`config.mk`:
```
export PLATFORM = sky130hd
export DESIGN_NAME = mac_learning_round_robin_forwarder
export DESIGN_NICKNAME = d
export VERILOG_FILES = /design/src/rtl/mlrrf_pkg.sv /design/src/rtl/mac_learning_round_robin_forwarder.sv
export SDC_FILE = /design/constraint.sdc
export NUM_CORES = 2
export LEC_CHECK = 0
export BUFFER_PORTS_ARGS = -buffer_cell sky130_fd_sc_hd__buf_2
export CAP_MARGIN = 15
export CORE_MARGIN = 4
export CORE_UTILIZATION = 25
export DETAILED_ROUTE_END_ITERATION = 10
export HOLD_SLACK_MARGIN = 0.12
export SETUP_SLACK_MARGIN = 0.5
export SLEW_MARGIN = 20
export SYNTH_ARGS = -nofsm -noshare
export SYNTH_HDL_FRONTEND = slang
export SYNTH_SLANG_ARGS = --single-unit
```
`constraint.sdc`:
```
create_clock -name clk_i -period 5.98 [get_ports clk_i]
set_clock_uncertainty 0.15 [all_clocks]
set_input_delay 1.196 -clock clk_i [delete_from_list [all_inputs] [get_ports clk_i]]
set_output_delay 1.196 -clock clk_i [all_outputs]
set_load 0.005 [all_outputs]
```
`src/rtl/mlrrf_pkg.sv`:
```
// ----------------------------------------------------------------------------
// mlrrf_pkg
// Shared types and constants for the mac learning round-robin forwarder.
// ----------------------------------------------------------------------------
package mlrrf_pkg;

  // default sizes and codes
  localparam int unsigned TableDepthDef = 64;
  localparam logic [15:0] FloodCodeDef  = 16'd65531;

  // field widths
  localparam int unsigned PortW  = 16;
  localparam int unsigned MacW   = 48;
  localparam int unsigned IpW    = 32;
  localparam int unsigned SrvCntW = 9;

  // configuration port
  localparam int unsigned CfgIdxW  = 2;
  localparam int unsigned CfgDataW = 32;
  localparam logic [CfgIdxW-1:0] CFG_SERVER_IP    = 2'd0;
  localparam logic [CfgIdxW-1:0] CFG_SERVER_COUNT = 2'd1;

  // register reset values (server address 10.1.1.254)
  localparam logic [IpW-1:0]     ServerIpRst    = 32'h0A01_01FE;
  localparam logic [SrvCntW-1:0] ServerCountRst = 9'd4;

  // all-ones destination means broadcast
  localparam logic [MacW-1:0] BcastMac = {MacW{1'b1}};

  // one station table entry
  typedef struct packed {
    logic [MacW-1:0]  mac;
    logic [PortW-1:0] port;
  } entry_t;

  // sequencer states
  typedef enum logic [1:0] {
    ST_IDLE,
    ST_SCAN,
    ST_DECIDE
  } state_e;

endpackage

```
`src/rtl/mac_learning_round_robin_forwarder.sv`:
```
// ----------------------------------------------------------------------------
// mac_learning_round_robin_forwarder
// Learns source addresses into a station table and picks an egress port per
// packet-in word: broadcast or fallback flood, learned port, ingress port, or round-robin server port.
// ----------------------------------------------------------------------------
// The station table has a single read port, and both the source and the
// destination address are matched against each stored entry as it streams
// out, one entry per cycle; the match on each entry is taken from the
// registered read data, the scan then closes, and the decide step picks the
// port, learns the new station and updates the round-robin position, waiting
// while a stalled result word still holds the output register. The next
// packet-in word is accepted once the sequencer is back in idle after the
// result word is registered. Entries are stored in order and never aged,
// so the fill count alone marks which entries are valid and no clearing pass
// is needed after reset. A finished word waits in the output register while
// the next packet-in word is accepted and scanned.
module mac_learning_round_robin_forwarder #(
  parameter int unsigned TABLE_DEPTH = mlrrf_pkg::TableDepthDef,
  parameter logic [15:0] FLOOD_CODE  = mlrrf_pkg::FloodCodeDef
) (
  input  logic                             clk_i,
  input  logic                             rst_ni,
  // configuration write channel
  input  logic                             cfg_valid_i,
  output logic                             cfg_ready_o,
  input  logic [mlrrf_pkg::CfgIdxW-1:0]    cfg_index_i,
  input  logic [mlrrf_pkg::CfgDataW-1:0]   cfg_data_i,
  // packet-in channel
  input  logic                             in_valid_i,
  output logic                             in_stall_o,
  input  logic [mlrrf_pkg::PortW-1:0]      ingress_port_i,
  input  logic [mlrrf_pkg::MacW-1:0]       source_mac_i,
  input  logic [mlrrf_pkg::MacW-1:0]       dest_mac_i,
  input  logic [mlrrf_pkg::IpW-1:0]        source_ip_i,
  input  logic [mlrrf_pkg::IpW-1:0]        dest_ip_i,
  // decision channel
  output logic                             out_valid_o,
  input  logic                             out_stall_i,
  output logic [mlrrf_pkg::PortW-1:0]      egress_port_o,
  output logic                             flood_o,
  output logic                             learn_dropped_o
);
  import mlrrf_pkg::*;

  localparam int unsigned AddrW = (TABLE_DEPTH > 1) ? $clog2(TABLE_DEPTH) : 1;
  localparam int unsigned CntW  = $clog2(TABLE_DEPTH + 1);
  localparam logic [CntW-1:0] DepthCnt = CntW'(TABLE_DEPTH);

  // configuration registers
  logic [IpW-1:0]     server_ip_q;
  logic [SrvCntW-1:0] server_count_q;

  // sequencer and table bookkeeping
  state_e          state_q, state_d;
  logic [CntW-1:0] fill_q;
  logic [CntW-1:0] addr_q;
  logic            pend_q;
  logic            src_hit_q;
  logic            dst_hit_q;
  logic [PortW-1:0] dst_port_q;

  // round-robin position
  logic             rr_started_q;
  logic [PortW-1:0] rr_last_q;

  // captured packet-in word
  logic [PortW-1:0] in_port_q;
  logic [MacW-1:0]  src_mac_q;
  logic [MacW-1:0]  dst_mac_q;
  logic [IpW-1:0]   src_ip_q;
  logic [IpW-1:0]   dst_ip_q;

  // output register
  logic             out_valid_q;
  logic [PortW-1:0] out_port_q;
  logic             out_flood_q;
  logic             out_drop_q;

  // station table
  entry_t mem [TABLE_DEPTH];
  entry_t rd_data_q;

  logic in_accept;
  logic out_free;
  logic rd_en;
  logic scan_done;
  logic decide_go;
  logic learn;
  logic store;
  logic dropped;
  logic [PortW:0]   rr_sum;
  logic [PortW-1:0] rr_next;
  logic             is_bcast;
  logic             self_hit;
  logic             to_server;
  logic [PortW-1:0] res_port;
  logic             res_flood;
  logic             use_rr;

  assign cfg_ready_o = 1'b1;
  assign in_accept   = in_valid_i && !in_stall_o;
  assign out_free    = !out_valid_q || !out_stall_i;
  assign scan_done   = (addr_q == fill_q) && !pend_q;

  // configuration writes
  always_ff @(posedge clk_i or negedge rst_ni) begin
    if (!rst_ni) begin
      server_ip_q    <= ServerIpRst;
      server_count_q <= ServerCountRst;
    end else if (cfg_valid_i && cfg_ready_o) begin
      unique case (cfg_index_i)
        CFG_SERVER_IP:    server_ip_q    <= cfg_data_i[IpW-1:0];
        CFG_SERVER_COUNT: server_count_q <= cfg_data_i[SrvCntW-1:0];
        default: ;
      endcase
    end
  end

  // next state
  always_comb begin
    state_d = state_q;
    unique case (state_q)
      ST_IDLE:   if (in_accept) state_d = ST_SCAN;
      ST_SCAN:   if (scan_done) state_d = ST_DECIDE;
      ST_DECIDE: if (out_free)  state_d = ST_IDLE;
      default:   state_d = ST_IDLE;
    endcase
  end

  // state outputs
  always_comb begin
    in_stall_o = 1'b1;
    rd_en      = 1'b0;
    decide_go  = 1'b0;
    unique case (state_q)
      ST_IDLE:   in_stall_o = 1'b0;
      ST_SCAN:   rd_en      = (addr_q != fill_q);
      ST_DECIDE: decide_go  = out_free;
      default: ;
    endcase
  end

  // decision for the captured word
  always_comb begin
    learn    = !src_hit_q;
    store    = learn && (fill_q < DepthCnt);
    dropped  = learn && !(fill_q < DepthCnt);
    is_bcast = (dst_mac_q == BcastMac);
    // a freshly learned source that is also the destination
    self_hit = store && (dst_mac_q == src_mac_q);
    to_server = (src_ip_q != '0) && (dst_ip_q == server_ip_q);
    rr_sum   = {1'b0, rr_last_q} + {{PortW{1'b0}}, 1'b1};
    if (!rr_started_q) begin
      rr_next = '0;
    end else if (rr_sum >= {{(PortW+1-SrvCntW){1'b0}}, server_count_q}) begin
      rr_next = '0;
    end else begin
      rr_next = rr_sum[PortW-1:0];
    end
    use_rr    = 1'b0;
    res_port  = FLOOD_CODE;
    res_flood = 1'b1;
    priority if (is_bcast) begin
      res_port  = FLOOD_CODE;
      res_flood = 1'b1;
    end else if (dst_hit_q) begin
      res_port  = dst_port_q;
      res_flood = 1'b0;
    end else if (self_hit) begin
      res_port  = in_port_q;
      res_flood = 1'b0;
    end else if (to_server) begin
      use_rr    = 1'b1;
      res_port  = rr_next;
      res_flood = 1'b0;
    end else begin
      // unknown destination, arp probe or not for the server
      res_port  = FLOOD_CODE;
      res_flood = 1'b1;
    end
  end

  // table memory: one write port, one registered read port
  always_ff @(posedge clk_i) begin
    if (decide_go && store) begin
      mem[fill_q[AddrW-1:0]] <= '{mac: src_mac_q, port: in_port_q};
    end
    if (rd_en) begin
      rd_data_q <= mem[addr_q[AddrW-1:0]];
    end
  end

  // captured word, no reset needed
  always_ff @(posedge clk_i) begin
    if (in_accept) begin
      in_port_q <= ingress_port_i;
      src_mac_q <= source_mac_i;
      dst_mac_q <= dest_mac_i;
      src_ip_q  <= source_ip_i;
      dst_ip_q  <= dest_ip_i;
    end
  end

  // sequencer, scan and learn bookkeeping
  always_ff @(posedge clk_i or negedge rst_ni) begin
    if (!rst_ni) begin
      state_q      <= ST_IDLE;
      fill_q       <= '0;
      addr_q       <= '0;
      pend_q       <= 1'b0;
      src_hit_q    <= 1'b0;
      dst_hit_q    <= 1'b0;
      dst_port_q   <= '0;
      rr_started_q <= 1'b0;
      rr_last_q    <= '0;
    end else begin
      state_q <= state_d;
      pend_q  <= rd_en;
      if (in_accept) begin
        addr_q    <= '0;
        src_hit_q <= 1'b0;
        dst_hit_q <= 1'b0;
      end else begin
        if (rd_en) begin
          addr_q <= addr_q + {{(CntW-1){1'b0}}, 1'b1};
        end
        // match the entry read last cycle
        if (pend_q) begin
          if (rd_data_q.mac == src_mac_q) begin
            src_hit_q <= 1'b1;
          end
          if (rd_data_q.mac == dst_mac_q && !dst_hit_q) begin
            dst_hit_q  <= 1'b1;
            dst_port_q <= rd_data_q.port;
          end
        end
      end
      if (decide_go) begin
        if (store) begin
          fill_q <= fill_q + {{(CntW-1){1'b0}}, 1'b1};
        end
        if (use_rr) begin
          rr_started_q <= 1'b1;
          rr_last_q    <= rr_next;
        end
      end
    end
  end

  // output register
  always_ff @(posedge clk_i or negedge rst_ni) begin
    if (!rst_ni) begin
      out_valid_q <= 1'b0;
    end else if (decide_go) begin
      out_valid_q <= 1'b1;
    end else if (!out_stall_i) begin
      out_valid_q <= 1'b0;
    end
  end

  always_ff @(posedge clk_i) begin
    if (decide_go) begin
      out_port_q  <= res_port;
      out_flood_q <= res_flood;
      out_drop_q  <= dropped;
    end
  end

  assign out_valid_o     = out_valid_q;
  assign egress_port_o   = out_port_q;
  assign flood_o         = out_flood_q;
  assign learn_dropped_o = out_drop_q;

  // checks
  a_fill_bound: assert property (@(posedge clk_i) disable iff (!rst_ni)
    fill_q <= DepthCnt)
    else $error("fill count beyond table depth");

  a_out_from_decide: assert property (@(posedge clk_i) disable iff (!rst_ni)
    $rose(out_valid_q) |-> $past(state_q) == ST_DECIDE)
    else $error("result word without a decision");

  a_accept_scans: assert property (@(posedge clk_i) disable iff (!rst_ni)
    in_accept |=> state_q == ST_SCAN && addr_q == '0)
    else $error("accepted word did not start a scan");

  a_flood_code: assert property (@(posedge clk_i) disable iff (!rst_ni)
    out_valid_q && out_flood_q |-> out_port_q == FLOOD_CODE)
    else $error("flood without flood code");

endmodule
```
==> impl_results.md <==
* Internal power at between 60 and 70 mW
* Slew margin rel. at 0.227
* Total power per unit cell area at roughly 420 nW/um^2
* Initial core utilization at 0.251
* Chip height at about 830 um
* Final Instance Area at 199000 sq um
* Crit path kind: reg2reg
* Aggregate global-route resource usage at 0.131
* Top post-synthesis cells by area: sky130_fd_sc_hd__edfxtp_1 (77%), sky130_fd_sc_hd__mux4_2 (18%), sky130_fd_sc_hd__dfrtp_1 (1.2%)
* Worst setup path start: rr_last_q[0]
* First DRT Iteration DRCs at around 11000
* I/O pin total at roughly 240
* Max-cap violation count at 0
* Count of different cell masters after synthesis at between 60 and 70
* Insertion delay of the later-clocked pin in the worst-skew pair at around 1.1 ns
* Pre-CTS setup slack at slightly above 1 ns
* DRC at 0
* Count of mapped cells out of synthesis at between 6000 and 7000
* Overall routed net length at roughly 470 mm
* Number of iterations in the first detailed-routing pass at 11
* Cells along the critical path: ha_1 -> nand3_1 -> xnor2_1 -> ha_1 -> a31oi_1 -> nor3b_1 -> a221oi_1 -> o2111ai_1 -> nor3_1 -> nand2_1 -> a22oi_1
* Clk sink count at between 4000 and 5000
* Wire length per cell at roughly 28 um
* IO buf count at ~230
* Register area share after synthesis at 0.786
* Master cell of the clock root buffer: sky130_fd_sc_hd__clkbuf_16
* Sw power at 23.3 mW
* Number of nets with antenna violations after detailed routing at 0
* Power share of the sequential group at 0.422
* Synthesis-to-finish area growth at 17.8%
* Overall die area at slightly below 700000 sq um
* Total number of nets in the final design at slightly below 8000
* Mapped Area at 169000 sq um
* Via/cell ratio at 4.71
* Worst slew pin tran at 1.16 ns
* Clock tree from TritonCTS: built
* H-Tree Depth at 5
* Post-route clock period utilization at 0.723
* Worst Slack Setup Final at roughly 1.7 ns
* Num rows at 302
* Min Tclk post-route at roughly 4.3 ns
* Vias in the first global route at just over 80000
* Post-synthesis area per instance at between 20 and 25 sq um
* Yosys warning count at 0
* Arrival time reported for the critical path endpoint at roughly 4.9 ns
* Total via count in the routed design at 79400
* Combinational share of power at 0.251
* CTS Buffer Depth at 4
* CP max stage cell: sky130_fd_sc_hd__nor3_1
* Total placed cells including tap cells at approximately 16000
* Number of enable-type register cells in the synthesized netlist at approximately 4400
* RR Startpoint: rr_last_q[0]
* Post-place instance area at around 180000 sq um
* Number of non-filler instances in the completed layout at roughly 17000
* Final core utilization at 0.295
* CP required at 6.55 ns
* Total setup violations reported at the end of the flow at 0
* Aggregate global routing overflow at 0
* RePlAce Congestion at approximately 0.84
* Standby leakage power at about 60 nW
* Kind of end point of the critical path: flop
* Worst min-delay path class: in2async
* Area share of the largest cell type after synthesis at 0.772
* First-pass GRT wire length at 650 mm
* Pin count of the biggest net entering global routing at between 100 and 150
* Launching element type of the critical path: flop
* Leading area contributor after synthesis: sky130_fd_sc_hd__edfxtp_1
* Clock group share of total power at 0.327
* Final hold violation count at 0
* Clk slew on worst S/H paths at approximately 0.06 ns
* Async set or reset register ratio after synthesis at 0.0211
* RSZ-0062 raised after global routing: no
* Slew Viols, Final at 0
* Total clock buffers created by CTS at roughly 420
* Most used DFF post-synth: sky130_fd_sc_hd__edfxtp_1
* Area of the core at slightly below 700000 sq um
* Post-layout power at about 84 mW
* Layout cell share with drive strength beyond 1 at 0.343
* Run status: finished, final reports clean
* Critical Path Fanout Max at 11
* Maximum clock frequency at ~230 MHz
* Yosys reg bits at 4448
* Critical path's most frequent cell: sky130_fd_sc_hd__ha_1
* Peak per-stage delay on the critical path at a little under 0.9 ns
* Filler cell count at roughly 64000
* Antenna violations before repair at 35
* Number of nets in the synthesized netlist at 7030
* Post-detail-place hpwl at 281 mm
* Sw Ratio at 0.279
* Setup_tns at 0 ns
* Post-CTS repair timing setup buffer count at 0
* Max VDD drop at 0.000329 V
* Horizontal extent of the die at ~830 um
* Hold_ws at ~0.17 ns
-- placed cells by master, fill, tap and decap left out, types with 17 or more instances in the layout --
cell                            netlist  final
sky130_fd_sc_hd__nor2_4               0     64
sky130_fd_sc_hd__buf_4                1    231
sky130_fd_sc_hd__nand4_1             44     44
sky130_fd_sc_hd__bufinv_16            0     50
sky130_fd_sc_hd__dfrtp_1             82     76
sky130_fd_sc_hd__o21ai_0             17     17
sky130_fd_sc_hd__buf_2               10    233
sky130_fd_sc_hd__nor4_1              42     42
sky130_fd_sc_hd__diode_2              0     18
sky130_fd_sc_hd__inv_1               36     36
sky130_fd_sc_hd__xnor2_1             85     85
sky130_fd_sc_hd__dlygate4sd3_1        0     39
sky130_fd_sc_hd__mux2_2              59     59
sky130_fd_sc_hd__buf_12               0    110
sky130_fd_sc_hd__clkbuf_1           232     79
sky130_fd_sc_hd__clkinv_2             0     72
sky130_fd_sc_hd__edfxtp_1          4354   4354
sky130_fd_sc_hd__mux4_2            1344   1344
sky130_fd_sc_hd__nor2_1              97     32
sky130_fd_sc_hd__clkbuf_16            0    425
sky130_fd_sc_hd__clkinv_1             1     73
sky130_fd_sc_hd__xor2_1              93     93
sky130_fd_sc_hd__clkinvlp_4           0     20
sky130_fd_sc_hd__nand2_1             48     48
-- registers in the layout (all words and copies together) (netlist names), 7 cells and up --
| signal | count |
|---|---|
| mem | 4096 |
| dst_port_q | 16 |
| egress_port_o | 16 |
| addr_q | 7 |
| src_mac_q | 48 |
| rd_data_q | 64 |
| dst_mac_q | 48 |
| server_ip_q | 32 |
| server_count_q | 9 |
| fill_q | 7 |
| rr_last_q | 16 |
| in_port_q | 16 |
| dst_ip_q | 32 |
| src_ip_q | 32 |
-- cells in the mapped netlist, drive strengths merged, types with 3 or more instances --
cell type and count:
inv 36, nand2 48, a22oi 5, nand3 18, nand2b 5, o22ai 7
o311ai 7, edfxtp 4354, nand3b 3, ha 12, buf 97, nor2b 3
or3 9, nor3b 6, mux4 1344, xor2 93, a21o 4, xnor2 85
dfstp 12, mux2i 4, a22o 6, a21oi 4, clkbuf 232, nor4 42
mux2 59, and2 9, dfrtp 82, nand4 44, nor2 97, nor3 16
o2bb2ai 3, a31oi 5, or4 4, o21ai 18, o211ai 3
-- routing by layer --
metal,up-vias,track usage,part of all wire
li1,31000,-,-
met1,43700,0.182,0.41
met2,3987,0.209,0.47
met3,737,0.0264,0.091
met4,8,0.0371,0.032
met5,-,0,0.00010
-- power by group through the flow --
stage                     clock, mW  sequential (mW)  combinational [mW]
after floorplan                   0             35.2                14.5
after global placement            0             36.0                21.2
after detailed placement          0             36.0                21.4
after CTS                      27.9             35.3                21.5
after global routing           29.2             35.3                22.1
final                          27.3             35.3                21.0
-- logic make-up (layout without fill, tap and decap cells) --
family | Yosys count | count (layout) | share of synthesized area
other cells | 1 | 19 | 0.0000221
mux | 1407 | 1407 | 0.183
buf+inv | 366 | 1424 | 0.00821
flops | 4448 | 4448 | 0.786
compound gates | 82 | 82 | 0.00352
simple gates | 309 | 309 | 0.00924
fa+ha+maj | 12 | 12 | 0.000887
xor+xnor | 178 | 178 | 0.00921
-- cell type report --
type / count / area [sq um] / share of cell area
flip-flops and latches: 4448 / 133000 / 0.668
multi-input cells: 1989 / 35400 / 0.177
well taps: 8968 / 11200 / 0.0563
clock buffers: 516 / 11100 / 0.0556
repair buffers: 613 / 5490 / 0.0275
clock inverters: 258 / 2940 / 0.0148
inverters: 37 / 151 / 0.000759
diodes: 18 / 45.0 / 0.000226
-- final timing paths --
kind / to / slack, ns / cells past startpoint
min in group clk_i: src_mac_q[17] / 0.21 / 1
hold reg to reg: rr_started_q / 0.32 / 1
setup / recovery: egress_port_o[1] / 1.65 / 11
max in group asynchronous: addr_q[0] / 4.26 / 2
setup reg to reg: egress_port_o[1] / 1.65 / 11
hold / removal: server_ip_q[15] / 0.17 / 1
-- timing repair --
action	4_1_cts	5_1_grt
setup endpoints to repair	0	0
hold buffers	39	0
resized for setup	0	0
hold endpoints to repair	39	0
-- worst max-delay path, delay by kind of cell (launching register included) --
kind | cells | cell delay, ns
flip-flops | 1 | 0.49
adder cells (fa/ha/maj) | 2 | 0.68
AO/OA/AOI/OAI | 4 | 1.10
AND/OR/NAND/NOR | 4 | 1.29
XOR/XNOR | 1 | 0.40
Power figures use the tool's default switching activity.
